### src/hw/rtl/rau_pkg.sv
// Shared types and constants for the rational arithmetic unit.
`default_nettype none
package rau_pkg;
   localparam logic [1:0] OP_ADD = 2'd0;
   localparam logic [1:0] OP_SUB = 2'd1;
   localparam logic [1:0] OP_MUL = 2'd2;
   localparam logic [1:0] OP_DIV = 2'd3;
   localparam logic [1:0] ST_OK = 2'd0;
   localparam logic [1:0] ST_ZERO_DEN = 2'd1;
   localparam logic [1:0] ST_DIV_ZERO = 2'd2;
   localparam int NUM_BITS = 33;
   localparam int DEN_BITS = 32;
   typedef logic [1:0] op_type;
endpackage
`default_nettype wire

### src/hw/rtl/rau_back.sv
// Back part: binary GCD of the magnitudes, then two bit-serial divisions.
`default_nettype none
module rau_back #(
   parameter int MAG_BITS = 33
) (
   input wire logic clock,
   input wire logic reset,
   input wire logic in_valid,
   output logic in_stall,
   input wire logic in_nneg,
   input wire logic in_dneg,
   input wire logic [MAG_BITS-1:0] in_nmag,
   input wire logic [MAG_BITS-1:0] in_dmag,
   input wire logic [1:0] in_status,
   output logic out_valid,
   input wire logic out_stall,
   output logic signed [rau_pkg::NUM_BITS-1:0] out_num,
   output logic signed [rau_pkg::DEN_BITS-1:0] out_den,
   output logic [1:0] out_status
);
   import rau_pkg::*;
   localparam logic [2:0] S_IDLE = 3'd0;
   localparam logic [2:0] S_GCD = 3'd1;
   localparam logic [2:0] S_DIVN = 3'd2;
   localparam logic [2:0] S_DIVD = 3'd3;
   localparam logic [2:0] S_DONE = 3'd4;
   localparam int CB = $clog2(MAG_BITS + 1);

   logic [2:0] state_ff;
   logic [MAG_BITS-1:0] nmag_ff, dmag_ff, u_ff, v_ff, q_ff, r_ff, g_ff, src_ff;
   logic [CB-1:0] shift_ff, cnt_ff;
   logic nneg_ff, dneg_ff;
   logic [1:0] status_ff;
   logic [NUM_BITS-1:0] num_ff;
   logic [DEN_BITS-1:0] den_ff;
   logic [MAG_BITS:0] rtry;
   logic [MAG_BITS-1:0] gfull;

   assign in_stall = state_ff != S_IDLE;
   assign out_valid = state_ff == S_DONE;
   assign out_num = num_ff;
   assign out_den = den_ff;
   assign out_status = status_ff;
   assign rtry = {r_ff, src_ff[MAG_BITS-1]} - {1'b0, g_ff};
   assign gfull = u_ff << shift_ff;

   function automatic logic [DEN_BITS-1:0] enc_d(input logic n, input logic [MAG_BITS-1:0] m);
      logic [DEN_BITS-1:0] t;
      t = DEN_BITS'(m);
      return n ? (~t + 1'b1) : t;
   endfunction

   always_ff @(posedge clock) begin
      if (reset) begin
         state_ff <= S_IDLE;
      end else begin
         case (state_ff)
            S_IDLE: begin
               if (in_valid) begin
                  nneg_ff <= in_nneg;
                  dneg_ff <= in_dneg;
                  nmag_ff <= in_nmag;
                  dmag_ff <= in_dmag;
                  status_ff <= in_status;
                  u_ff <= in_nmag;
                  v_ff <= in_dmag;
                  shift_ff <= '0;
                  if (in_status != ST_OK) begin
                     num_ff <= '0;
                     den_ff <= '0;
                     state_ff <= S_DONE;
                  end else if (in_nmag == '0) begin
                     num_ff <= '0;
                     den_ff <= in_dneg ? '1 : DEN_BITS'(1);
                     state_ff <= S_DONE;
                  end else begin
                     state_ff <= S_GCD;
                  end
               end
            end
            S_GCD: begin
               if (u_ff == v_ff) begin
                  g_ff <= gfull;
                  src_ff <= nmag_ff;
                  r_ff <= '0;
                  q_ff <= '0;
                  cnt_ff <= CB'(MAG_BITS);
                  state_ff <= S_DIVN;
               end else if (!u_ff[0] && !v_ff[0]) begin
                  u_ff <= u_ff >> 1;
                  v_ff <= v_ff >> 1;
                  shift_ff <= shift_ff + 1'b1;
               end else if (!u_ff[0]) begin
                  u_ff <= u_ff >> 1;
               end else if (!v_ff[0]) begin
                  v_ff <= v_ff >> 1;
               end else if (u_ff > v_ff) begin
                  u_ff <= (u_ff - v_ff) >> 1;
               end else begin
                  v_ff <= (v_ff - u_ff) >> 1;
               end
            end
            S_DIVN, S_DIVD: begin
               if (!rtry[MAG_BITS]) begin
                  r_ff <= rtry[MAG_BITS-1:0];
                  q_ff <= {q_ff[MAG_BITS-2:0], 1'b1};
               end else begin
                  r_ff <= {r_ff[MAG_BITS-2:0], src_ff[MAG_BITS-1]};
                  q_ff <= {q_ff[MAG_BITS-2:0], 1'b0};
               end
               src_ff <= src_ff << 1;
               cnt_ff <= cnt_ff - 1'b1;
               if (cnt_ff == CB'(1)) begin
                  if (state_ff == S_DIVN) begin
                     num_ff <= nneg_ff ? ~NUM_BITS'({q_ff[MAG_BITS-2:0], !rtry[MAG_BITS]}) + 1'b1
                                       : NUM_BITS'({q_ff[MAG_BITS-2:0], !rtry[MAG_BITS]});
                     src_ff <= dmag_ff;
                     r_ff <= '0;
                     q_ff <= '0;
                     cnt_ff <= CB'(MAG_BITS);
                     state_ff <= S_DIVD;
                  end else begin
                     den_ff <= enc_d(dneg_ff, {q_ff[MAG_BITS-2:0], !rtry[MAG_BITS]});
                     state_ff <= S_DONE;
                  end
               end
            end
            S_DONE: begin
               if (!out_stall) state_ff <= S_IDLE;
            end
            default: state_ff <= S_IDLE;
         endcase
      end
   end
endmodule
`default_nettype wire

### config.mk
export PLATFORM = sky130hd
export DESIGN_NAME = rau_back
export DESIGN_NICKNAME = d
export VERILOG_FILES = /design/src/hw/rtl/rau_pkg.sv /design/src/hw/rtl/rau_back.sv
export SDC_FILE = /design/constraint.sdc
export NUM_CORES = 1
export LEC_CHECK = 0
export BUFFER_PORTS_ARGS = -buffer_cell sky130_fd_sc_hd__buf_2
export CAP_MARGIN = 5
export CORE_ASPECT_RATIO = 0.5
export CORE_UTILIZATION = 25
export CTS_CLUSTER_SIZE = 25
export DETAILED_ROUTE_END_ITERATION = 10
export PLACE_DENSITY = 0.48
export SLEW_MARGIN = 15
export SYNTH_ARGS = -nofsm -noshare
export SYNTH_HDL_FRONTEND = slang
export SYNTH_SLANG_ARGS = --single-unit
export TNS_END_PERCENT = 100
### constraint.sdc
create_clock -name clock -period 21.7 [get_ports clock]
set_clock_uncertainty 0.15 [all_clocks]
set_input_delay 0 -clock clock [delete_from_list [all_inputs] [get_ports clock]]
set_output_delay 0 -clock clock [all_outputs]
set_load 0.02 [all_outputs]
==> impl_metrics.json <==
{
  "cpPeakStageDelay_ns": 0.69,
  "drv_slew": 0,
  "finalHoldViolations": 0,
  "dr.pass1.iters": 5,
  "wire_per_inst_um": 18.8,
  "status": "completed",
  "placed_area_um2": 24200,
  "grt_pass1_vias": 17646,
  "num_vias": 17940,
  "std_cell_rows": 77,
  "tns_ns": 0,
  "power_switching_mw": 0.502,
  "finalSetupViolCount": 0,
  "seq_area_frac_synth_pct": 46.5,
  "syn_area_um2": 22300,
  "switching_share_pct": 28.6,
  "vias_per_cell": 4.91,
  "synth_cells": 2294,
  "antenna_found_initial": 0,
  "hold_class": "primary input to flop",
  "cts.sinks": 347,
  "ys_seq_elements": 347,
  "cts_setup_buffers": 0,
  "period_needed_ns": 5.54,
  "synth.avg_cell_area_um2": 9.73,
  "drive_gt1_share_pct": 12.2,
  "synth_edf_count": 344,
  "core_um2": 88300,
  "cts_buffers": 39,
  "worstSetupPathType": "flop to flop",
  "path_cells": "inv_1 -> ha_1 -> nand4_1 -> or4_1 -> nor4_1 -> and4_1 -> nand2_1 -> a21oi_4 -> buf_4 -> buf_4",
  "initial_utilization_pct": 25.3,
  "stdcell_area_um2": 26300,
  "place.gp.congestion": 0.887,
  "drtIter0Drc": 1388,
  "cts_buffer_depth": 3,
  "combPwrFrac_pct": 17.5,
  "critPathCaptureType": "flop",
  "p_leak_nw": 9.86,
  "clk_latency_ns": 0.58,
  "p_seq_share_pct": 44.7,
  "async_reset_ff_share_pct": 0,
  "die_w_um": 425,
  "path_common_cell": "buf_4",
  "drv_cap": 0,
  "cp.required_ns": 21.75,
  "antenna_left": 0,
  "grt_overflow": 0,
  "nets": 2622,
  "cts.reportedPaths.clkPinSlew_ns": 0.06,
  "routed_wl_um": 68700,
  "crit_fanout": 48,
  "rsz0062_at_grt": "no",
  "grt_pass1_wl_um": 106000,
  "dp_hpwl_um": 48000,
  "power_density_nw_per_um2": 66.8,
  "final_cell_mix": "edfxtp_1, nand2_1, a21oi_1, nor2_1, o21ai_0",
  "synth_nets": 2474,
  "antenna-diode-count": 0,
  "start_kind": "flop",
  "dieArea_um2": 90600,
  "internal-power_mw": 1.25,
  "yosysWarnings": 0,
  "remaining_drc_errors": 0,
  "io_pins": 143,
  "numPortBuffers": 142,
  "layout_commonest_cell": "edfxtp_1",
  "ir_drop_uv": 43.3,
  "areaGrowthSynthToFinish_pct": 17.7,
  "tightest_slew_ns": 1.15,
  "p_clk_share_pct": 37.8,
  "clock.fmax_ghz": 0.180,
  "cp_slowest_cell": "or4_1",
  "finalPower_mw": 1.76,
  "place_ws_ns": 16.15,
  "finalCritPeriodShare_pct": 25.5,
  "cts_tree": "yes",
  "grt_max_degree": 77,
  "synth_ff_type": "edfxtp_1",
  "setup_ws_ns": 16.16,
  "synth.distinct_cells": 78,
  "maxSlewHeadroom_pct": 23.0,
  "fp.dieH_um": 213,
  "cts-root-buf": "clkbuf_16",
  "grt_usage_pct": 14.9,
  "worstPathArrival_ns": 5.59,
  "cts_htree_levels": 2
}
## flip-flops by register name, indices dropped and copies added, names as in the netlist, 2 cells and up
name / flops
dmag_ff: 33
g_ff: 33
nmag_ff: 33
out_num: 33
r_ff: 33
src_ff: 33
u_ff: 33
v_ff: 33
out_den: 32
q_ff: 32
cnt_ff: 6
shift_ff: 6
state_ff: 3
out_status: 2
## critical path: cells and delay by family (launching register included)
family / cells / cell delay [ns]
simple gates: 5 / 1.95
buf+inv: 3 / 1.36
compound gates: 1 / 0.61
fa+ha+maj: 1 / 0.57
flops: 1 / 0.49
## path summary, 6_finish.rpt
kind                             startpoint         end  slack, ns  cells after the start
worst min register to register  nmag_ff[16]  src_ff[16]       0.37                      2
worst min-delay path             in_nmag[2]  nmag_ff[2]       0.03                      2
worst max-delay path               u_ff[21]    q_ff[27]      16.16                     10
worst max register to register     u_ff[21]    q_ff[27]      16.16                     10
## power groups by stage
stage	sequential (mW)	clock, mW	combinational [mW]
finish	0.786	0.664	0.307
detailed placement	0.800	0	0.291
CTS	0.786	0.683	0.305
global route	0.788	0.707	0.336
floorplan	0.804	0	0.189
global placement	0.800	0	0.294
## routing by layer
| metal | share of wire [%] | vias to the layer above | wire length [um] | GRT usage (%) |
|---|---|---|---|---|
| li1 | - | 8603 | - | - |
| met1 | 46 | 8829 | 31900 | 20.4 |
| met2 | 47 | 422 | 32300 | 24.4 |
| met3 | 4.1 | 86 | 2850 | 1.90 |
| met4 | 2.5 | 0 | 1690 | 4.56 |
| met5 | 0 | - | 0 | 0 |
## what timing repair did
| item | 4_1_cts | 5_1_grt |
|---|---|---|
| endpoints found under the setup margin | 0 | 0 |
| hold endpoints to repair | 162 | 0 |
| hold buffers | 85 | 0 |
| gates resized for setup | 0 | 0 |
## through the flow
stage | util (%) | instances | hold WS (ns)
after floorplan | - | 2294 | -0.0511
after global placement | 27.4 | 3500 | 0.0432
after detailed placement | 27.4 | 3500 | 0.0443
after CTS | 29.7 | 3653 | 0.00263
after global routing | 29.7 | 3654 | 0.00870
final | 29.7 | 3654 | 0.0307
## cell families after synthesis
kind of cell	synth area share, %
AND/OR/NAND/NOR	14.6
AO/OA/AOI/OAI	16.4
buffers and inverters	4.82
multiplexers	5.75
XOR/XNOR	5.84
adder cells (fa/ha/maj)	6.04
flip-flops	46.5
## cell usage after synthesis, drive strengths merged, types with 5 or more instances
cell type,number,share of area [%]
and3,9,0.25
o41ai,20,0.78
xnor2,60,2.4
clkbuf,108,1.8
a21o,22,0.74
and2,48,1.4
xor2,89,3.5
or2,11,0.32
o21ai,187,4.2
o21bai,13,0.44
inv,133,2.2
mux2,6,0.30
ha,103,5.8
nand2,234,3.9
a21oi,219,4.9
o211ai,14,0.47
nand3,50,1.1
mux4,26,2.6
a221oi,5,0.20
nand4,25,0.70
nor2b,16,0.45
o22ai,11,0.31
or3,27,0.83
buf,35,0.74
or4,8,0.31
a211oi,31,1.0
nor2,217,3.7
nand2b,9,0.25
nor4,11,0.31
o31ai,19,0.71
edfxtp,344,46
o21a,13,0.44
nor3,30,0.67
mux2i,63,2.8
a31oi,12,0.34
## area by class of cell
class,count,area [um2]
clock buffer,51,1040
clock inverter,17,184
fill,9216,62100
inverter,135,507
multi-input combinational,1669,10900
sequential,347,10400
tap,1185,1480
timing repair buffer,250,1740
Power figures use the tool's default switching activity.
