$ cat src/hw/rtl/rau_queue.sv
// Two-entry queue between the front and back parts.
`default_nettype none
module rau_queue #(
   parameter int WIDTH = 8
) (
   input wire logic clock,
   input wire logic reset,
   input wire logic in_valid,
   output logic in_stall,
   input wire logic [WIDTH-1:0] in_data,
   output logic out_valid,
   input wire logic out_stall,
   output logic [WIDTH-1:0] out_data
);
   logic [WIDTH-1:0] mem_ff [2];
   logic wptr_ff, rptr_ff;
   logic [1:0] count_ff;
   logic push, pop;

   assign in_stall = count_ff == 2'd2;
   assign out_valid = count_ff != 2'd0;
   assign out_data = mem_ff[rptr_ff];
   assign push = in_valid && !in_stall;
   assign pop = out_valid && !out_stall;

   always_ff @(posedge clock) begin
      if (reset) begin
         wptr_ff <= 1'b0;
         rptr_ff <= 1'b0;
         count_ff <= 2'd0;
      end else begin
         if (push) wptr_ff <= !wptr_ff;
         if (pop) rptr_ff <= !rptr_ff;
         count_ff <= count_ff + 2'(push) - 2'(pop);
      end
      if (push) mem_ff[wptr_ff] <= in_data;
   end
endmodule
`default_nettype wire

$ cat config.mk
export PLATFORM = sky130hd
export DESIGN_NAME = rau_queue
export DESIGN_NICKNAME = d
export VERILOG_FILES = /design/src/hw/rtl/rau_queue.sv
export SDC_FILE = /design/constraint.sdc
export NUM_CORES = 1
export LEC_CHECK = 0
export ABC_AREA = 0
export BUFFER_PORTS_ARGS = -buffer_cell sky130_fd_sc_hd__buf_2
export CORE_UTILIZATION = 44
export CTS_CLUSTER_SIZE = 28
export DETAILED_ROUTE_END_ITERATION = 16
export PLACE_DENSITY_LB_ADDON = 0.3
export SLEW_MARGIN = 25
export SYNTH_ARGS = -nofsm -noshare
export SYNTH_HDL_FRONTEND = slang
export SYNTH_SLANG_ARGS = --single-unit
$ cat constraint.sdc
create_clock -name clock -period 1.5 [get_ports clock]
set_input_delay 0 -clock clock [delete_from_list [all_inputs] [get_ports clock]]
set_output_delay 0 -clock clock [all_outputs]
set_load 0.01 [all_outputs]
==> results_dict.tcl, run 1 <==
set metrics [dict create \
    status "finished, final reports clean" \
    die-area_um2 2020 \
    ioPinCount 22 \
    nets 105 \
    critPathMaxFanout 3 \
    synthesis.nets 67 \
    die_w_um 44.9 \
    synth_seq_area_share_pct 71.6 \
    start_kind "register" \
    yosys.area.top_type "edfxtp_1" \
    clock_latency_ns 0.29 \
    rows 15 \
    instances_no_fill 115 \
    cts.sinks 21 \
    fillCellCount 144 \
    yosys_warnings 0 \
    final-setup-viol-count 0 \
    drt-total-wl_um 1370 \
    setup_tns_ns 0 \
    hold_start "out_stall" \
    ant_nets 0 \
    diodes 0 \
    p_clk_share_pct 15.9 \
    clock_skew_ns 0.00136 \
    layout_commonest_cell "buf_2" \
    worst-setup-path-type "register to register" \
    crit_chain "nand2b_4 > nand2_4 > ha_4 > inv_2 > ha_4 > xor2_1 > xnor2_1 > nor2_1" \
    path_clk_slew_ns 0.11 \
    maxSlewHeadroom_pct 73.1 \
    period_share_pct 99.5 \
    p_total_w 0.00161 \
    holdPathStages 3 \
    hold_class "input port to register" \
    drc_errors 0 \
    path_common_cell "ha_4" \
    routedWlPerCell_um 11.9 \
    grtUsageTotal_pct 14.2 \
    post_drt_via_cell_ratio 4.70 \
    holdPathEnd "rptr_ff" \
    end_kind "register" \
    worstRegToRegCells 8 \
    gp_congestion 0.655 \
    critPathRequiredTime_ns 1.69 \
    r2r-start "count_ff[0]" \
    fin_ws_ns 0.00818 \
    power.density_nw_per_um2 1390 \
    p_leak_nw 0.473 \
    irDropWorstVdd_mv 0.759 \
    final_cell_mix "buf_2 (21), edfxtp_1 (16), dlygate4sd3_1 (9)" \
    vias 540 \
    grt_pass1_vias 490 \
    slowest_delay_ns 0.38 \
    synth.distinct_cells 17 \
    hold_violations 0 \
    die_y_um 44.9 \
    port_buffers 21 \
    combPwrFrac_pct 34.2 \
    antenna_found_initial 0 \
    place_hpwl_um 822 \
    drv_slew 0 \
    syn_area_um2 811 \
    swShare_pct 28.7 \
    syn_area_per_cell_um2 15.3 \
    crit_start "count_ff[0]" \
    core_area_um2 1730 \
    r2r_setup_slack_ns 0.008 \
    grt_start_max_net_pins 13 \
    numCtsBuffers 3 \
    rsz0062_at_grt "yes" \
    post-place-cells 100 \
    tightest_slew_ns 0.404 \
    drv_cap 0 \
    gr-total-overflow 0 \
    internal-power_w 0.00115 \
    reg2reg_to "count_ff[1]" \
    synth_seq_cells 21 \
    arrival_ns 1.69 \
    netlist.area_leader.share_pct 59.3 \
    h-tree-depth 1 \
    fmax_mhz 670 \
    root_buffer "clkbuf_4" \
    area_growth_pct 43.1 \
    cp_slowest_cell "dfxtp_2" \
    drt_iter0_drc 6 \
    hold_slack_ns 0.0332 \
    start_util_pct 47.0 \
    clockBufferDepth 2 \
    synth_area_leaders "edfxtp_1 (59%), dfxtp_1 (12%), mux2_2 (11%)" \
    cts_tree "built" \
    pre_cts_slack_ns 0.00435 \
    pwr-share-seq_pct 49.9 \
    syn_inst 53 \
    switchingPower_w 0.000463 \
    drive_gt1_share_pct 54.4 \
    grt_pass1_wl_um 1890 \
    drt-pass1-iter-count 4 \
    period_needed_ns 1.49 \
]
synthesized netlist by cell type (all sizes together):
cell     n
buf      1
o21ai    2
nand2b   1
dfxtp    5
mux2     8
nand2    1
nor2b    1
a21oi    3
inv      5
or3      2
and3     1
xnor2    1
nor2     3
xor2     1
ha       2
edfxtp  16
power groups by stage:
| stage | clock network, W | logic, W | registers (W) |
|---|---|---|---|
| global route | 0.000285 | 0.000606 | 0.000819 |
| floorplan | 0 | 0.000294 | 0.000768 |
| global placement | 0 | 0.000428 | 0.000796 |
| CTS | 0.000262 | 0.000463 | 0.000794 |
| detailed placement | 0 | 0.000443 | 0.000801 |
| finish | 0.000256 | 0.000552 | 0.000805 |
registers in the layout (all words and copies together) (netlist names), named ones only:
register,cells
rptr_ff,1
wptr_ff,1
count_ff,2
mem_ff,16
through the flow:
stage	util, %	area (µm²)
floorplan	-	811
global placement	56.2	970
detailed placement	56.2	970
CTS	63.2	1090
global route	67.2	1160
finish	67.2	1160
final cells by class:
class / instances / area [µm²] / area share, %
Inverter: 5 / 18.8 / 1.62
Multi-Input combinational cell: 26 / 259 / 22.3
Clock inverter: 1 / 5.00 / 0.432
Timing Repair Buffer: 34 / 238 / 20.5
Tap cell: 25 / 31.3 / 2.70
Sequential cell: 21 / 586 / 50.5
Clock buffer: 3 / 22.5 / 1.94
logic make-up (layout without fill, tap and decap cells):
kind of cell    Yosys count  in the layout  synth area share (%)
compound gates            5              5                  3.09
xor+xnor                  2              2                  2.16
fa+ha+maj                 2              2                  3.09
buf+inv                   6             43                  2.93
flops                    21             21                  71.6
mux                       8              8                  11.1
simple gates              9              9                  6.02
timing repair:
action | 4_1_cts | 5_1_grt
hold buffers | 9 | 0
cloned | 0 | 0
resized for setup | 2 | 13
setup endpoints to repair | 1 | 1
setup buffers | 0 | 2
hold endpoints to repair | 21 | 0
pin swaps | 0 | 6
worst max path at each step:
stage,endpoint,slack (ns),cells past startpoint
after floorplan,count_ff[1],0.04,8
after global placement,count_ff[1],0.06,8
after detailed placement,count_ff[1],0.004,8
after CTS,count_ff[1],0.002,8
after global routing,count_ff[1],-0.05,8
final,count_ff[1],0.008,8
routing by layer:
metal  vias up  wire length, µm  global-route usage [%]
met3         0               47                    3.60
met4         0                0                    5.45
met5         -                0                       0
met1       260              517                    13.0
met2        16              800                    28.7
li1        264                -                       -
critical path: cells and delay by family, from the launching register on:
family	cells	cell delay (ns)
xor+xnor	2	0.32
fa+ha+maj	2	0.40
buf+inv	1	0.04
simple gates	3	0.26
flops	1	0.38
Note: power is estimated with default switching activity, not from simulation.
==> run 2, diff against run 1 <==
- CORE_MARGIN: not set -> 2
==> run 2 against run 1 <==
  * Clock-buffer cell count is 1 higher
  * Via count is 4.6% lower
  * Global-route usage is 1.3 points lower
  * Critical path type unchanged
  * Largest cell class unchanged
==> results_dict.tcl, run 2 (same netlist as run 1, synthesis figures left out) <==
set metrics [dict create \
    status "finished, final reports clean" \
    internal-power_w 0.00110 \
    setup_tns_ns 0 \
    placed_area_um2 950 \
    die-area_um2 2200 \
    arrival_ns 1.68 \
    r2r_setup_slack_ns 0.005 \
    vias 515 \
    hold_violations 0 \
    power.density_nw_per_um2 1370 \
    grt_pass1_vias 440 \
    fin_area_um2 1110 \
    r2r-start "count_ff[0]" \
    antenna_found_initial 0 \
    tightest_slew_ns 0.391 \
    port_buffers 21 \
    post_cts_buffers 0 \
    drt-total-wl_um 1260 \
    cts_tree "built" \
    nets 102 \
    ant_nets 0 \
    hold_start "out_stall" \
    drive_gt1_share_pct 49.4 \
    numCtsBuffers 3 \
    combPwrFrac_pct 30.6 \
    critPathRequiredTime_ns 1.69 \
    critPathMaxFanout 3 \
    routedWlPerCell_um 11.3 \
    root_buffer "clkbuf_4" \
    die_y_um 46.9 \
    p_leak_nw 0.447 \
    clock_skew_ns 0.00175 \
    post-place-cells 99 \
    drv_cap 0 \
    maxSlewHeadroom_pct 73.9 \
    layout_commonest_cell "buf_2" \
    drt_iter0_drc 4 \
    end_kind "register" \
    drc_errors 0 \
    irDropWorstVdd_mv 0.783 \
    swShare_pct 28.0 \
    grtUsageTotal_pct 12.9 \
    switchingPower_w 0.000428 \
    grt_start_max_net_pins 12 \
    instances_no_fill 112 \
    path_clk_slew_ns 0.10 \
    hold_class "input port to register" \
    largest_reg_flops 16 \
    place_hpwl_um 815 \
    gp_congestion 0.690 \
    post_drt_via_cell_ratio 4.60 \
    rows 15 \
    regMostFlops "mem_ff" \
    gr-total-overflow 0 \
    ioPinCount 22 \
    diodes 0 \
    area_growth_pct 37.5 \
    start_util_pct 47.0 \
    postLayoutCoreUtil_pct 64.6 \
    crit_start "count_ff[0]" \
    clock_latency_ns 0.29 \
    p_clk_share_pct 16.4 \
    final_cell_mix "buf_2 (21), edfxtp_1 (16), dlygate4sd3_1 (9)" \
    die_w_um 46.9 \
    period_needed_ns 1.49 \
    period_share_pct 99.6 \
    grt_pass1_wl_um 1840 \
    drv_slew 0 \
    cts.sinks 21 \
    worst-setup-path-type "register to register" \
    final-setup-viol-count 0 \
    fmax_mhz 669 \
    start_kind "register" \
    core_area_um2 1730 \
    h-tree-depth 1 \
    clockBufferDepth 2 \
    reg_top3 "mem_ff: 16 flops, count_ff: 2 flops" \
    pwr-share-seq_pct 52.9 \
    drt-pass1-iter-count 3 \
    rsz0062_at_grt "yes" \
]
-- run 2: cell type report --
class,instances,area (µm²)
Clock buffer,4,26.3
Fill cell,144,612
Inverter,5,22.5
Multi-Input combinational cell,26,244
Sequential cell,21,588
Tap cell,25,31.3
Timing Repair Buffer,31,203
-- run 2: what timing repair did --
| item | 4_1_cts | 5_1_grt |
|---|---|---|
| endpoints found under the hold margin | 21 | 0 |
| endpoints found under the setup margin | 0 | 9 |
| hold buffers | 9 | 0 |
| gates resized for setup | 0 | 13 |
-- run 2: through the flow --
step                      power [W]  setup WS, ns  hold slack (ns)
after global placement      0.00120       0.00581            0.190
final                       0.00153       0.00533           0.0410
after detailed placement    0.00121        0.0219            0.192
after CTS                   0.00149       0.00113          0.00890
after floorplan             0.00106        0.0434           0.0691
after global routing        0.00164       -0.0668           0.0536
-- run 2: final timing paths --
check,depth (start not counted),end
worst min-delay path,3,register
worst max-delay path,8,count_ff[1]
worst max register to register,8,count_ff[1]
worst min register to register,2,wptr_ff
-- run 2: power groups by stage --
stage               Sequential (W)  Clock, W  Combinational [W]
floorplan                 0.000768         0           0.000294
global placement          0.000799         0           0.000406
detailed placement        0.000802         0           0.000411
CTS                       0.000789  0.000265           0.000433
global route              0.000823  0.000288           0.000533
finish                    0.000809  0.000251           0.000468
-- run 2: worst max-delay path, cell delays in order (launching register included) --
cell and delay (ns):
dfxtp_4 0.38, nand2b_4 0.15, nand2_4 0.05, ha_4 0.25
inv_1 0.03, ha_2 0.16, xor2_1 0.16, xnor2_1 0.16
nor2_1 0.06
-- run 2: per-layer routing --
| metal | global-route usage (%) | vias up | wire length, µm |
|---|---|---|---|
| li1 | - | 260 | - |
| met1 | 14.6 | 240 | 545 |
| met2 | 20.5 | 13 | 653 |
| met3 | 4.62 | 2 | 51 |
| met4 | 8.33 | 0 | 10 |
| met5 | 0 | - | 0 |
==> run 3, diff against run 2 <==
- SETUP_SLACK_MARGIN: not set -> 0.15
==> run 3 against run 2 <==
  * Core utilization is 5.2 points higher
  * Sequential power hardly changed
  * Clock power is 4% higher
  * Die area stayed put
  * Hold slack better by 0.024 ns
  * Register-to-register slack better by 0.02 ns
  * Clock skew is 0.00052 ns higher
  * Routed wire length is 17% higher
  * Cell area is 8.1% higher
  * Critical path type unchanged
  * Largest power group unchanged
==> results_dict.tcl, run 3 (same netlist as run 1, synthesis figures left out) <==
set metrics [dict create \
    root_buffer "clkbuf_4" \
    fmax_mhz 676 \
    numCtsBuffers 3 \
    worst-setup-path-type "register to register" \
    power.density_nw_per_um2 1400 \
    rows 15 \
    p_clk_share_pct 15.6 \
    vias 537 \
    end_kind "register" \
    post_drt_via_cell_ratio 4.59 \
    grtUsageTotal_pct 14.6 \
    period_share_pct 98.6 \
    grt_pass1_vias 478 \
    drt_iter0_drc 4 \
    h-tree-depth 1 \
    combPwrFrac_pct 36.3 \
    antenna_found_initial 0 \
    ioPinCount 22 \
    drt-pass1-iter-count 4 \
    die_w_um 46.9 \
    clock_skew_ns 0.00227 \
    ant_nets 0 \
    cts.sinks 21 \
    diodes 0 \
    clockBufferDepth 2 \
    gr-total-overflow 0 \
    drv_cap 0 \
    start_util_pct 47.0 \
    die_y_um 46.9 \
    status "finished, final reports clean" \
    nets 107 \
    final_cell_mix "buf_2 (21), edfxtp_1 (16), dlygate4sd3_1 (9)" \
    post-place-cells 99 \
    hold_class "input port to register" \
    port_buffers 21 \
    reg_top3 "mem_ff: 16 flops, count_ff: 2 flops" \
    die-area_um2 2200 \
    drv_slew 0 \
    hold_slack_ns 0.0649 \
    swShare_pct 29.3 \
    switchingPower_w 0.000495 \
    irDropWorstVdd_mv 0.894 \
    r2r_setup_slack_ns 0.02 \
    period_needed_ns 1.48 \
    critPathRequiredTime_ns 1.70 \
    pwr-share-seq_pct 48.2 \
    place_hpwl_um 903 \
    gp_congestion 0.715 \
    arrival_ns 1.68 \
    final-setup-viol-count 0 \
    rsz0062_at_grt "yes" \
    grt_pass1_wl_um 2140 \
    maxSlewHeadroom_pct 81.3 \
    clock_latency_ns 0.29 \
    regMostFlops "mem_ff" \
    p_leak_nw 0.487 \
    routedWlPerCell_um 12.6 \
    drc_errors 0 \
    layout_commonest_cell "buf_2" \
    largest_reg_flops 16 \
    grt_start_max_net_pins 13 \
    start_kind "register" \
    hold_violations 0 \
    tightest_slew_ns 0.277 \
    drt-total-wl_um 1480 \
    core_area_um2 1730 \
    area_growth_pct 48.6 \
    cts_tree "built" \
    instances_no_fill 117 \
    drive_gt1_share_pct 58.7 \
    path_clk_slew_ns 0.11 \
    internal-power_w 0.00119 \
    critPathMaxFanout 3 \
]
## run 3: stage by stage
| stage | cell area (µm²) | utilization, % | setup TNS (ns) | setup WS [ns] | total power, W |
|---|---|---|---|---|---|
| 5_1_grt | 1200 | 69.8 | -0.0446 | -0.0446 | 0.00181 |
| 3_5_place_dp | 972 | 56.3 | -0.0447 | -0.0447 | 0.00124 |
| 2_1_floorplan | 821 | - | 0 | 0.0930 | 0.00108 |
| 6_report | 1200 | 69.8 | 0 | 0.0216 | 0.00169 |
| 3_3_place_gp | 972 | 56.3 | 0 | 0.0554 | 0.00123 |
| 4_1_cts | 1170 | 68.0 | 0 | 0.00696 | 0.00164 |
## run 3: routing by layer
layer	up-vias	global-route usage, %	routed length [µm]
met5	-	0	0
met4	0	6.67	0
met3	0	3.08	65
met2	15	23.0	779
met1	255	19.5	629
li1	267	-	-
## run 3: layout make-up
cell class              instances  area, µm²
flip-flops and latches         21        589
repair buffers                 36        260
clock inverters                 1       5.00
fillers                       125        522
clock buffers                   3       22.5
multi-input cells              26        273
inverters                       5       23.8
well taps                      25       31.3
## run 3: final timing paths
kind,startpoint,end,cells after the start
hold reg to reg,wptr_ff,wptr_ff,2
setup reg to reg,count_ff[1],count_ff[1],8
hold / removal,out_stall,register,3
setup / recovery,count_ff[1],count_ff[1],8
## run 3: timing repair
action | 4_1_cts | 5_1_grt
hold endpoints to repair | 21 | 0
gates resized for setup | 15 | 5
pin swaps | 6 | 7
hold buffers | 9 | 0
buffers inserted | 3 | 2
endpoints found under the setup margin | 16 | 18
## run 3: critical path: stages (launching register included)
cell     delay, ns
dfxtp_4       0.39
nor2_4        0.15
nor2_4        0.06
ha_4          0.26
inv_2         0.04
ha_4          0.15
xor2_2        0.15
xnor2_1       0.14
nor2_1        0.06
## run 3: power groups by stage
stage	Combinational, W	Clock (W)	Sequential (W)
floorplan	0.000303	0	0.000778
global placement	0.000421	0	0.000807
detailed placement	0.000432	0	0.000812
CTS	0.000555	0.000273	0.000814
global route	0.000689	0.000293	0.000823
finish	0.000612	0.000262	0.000812
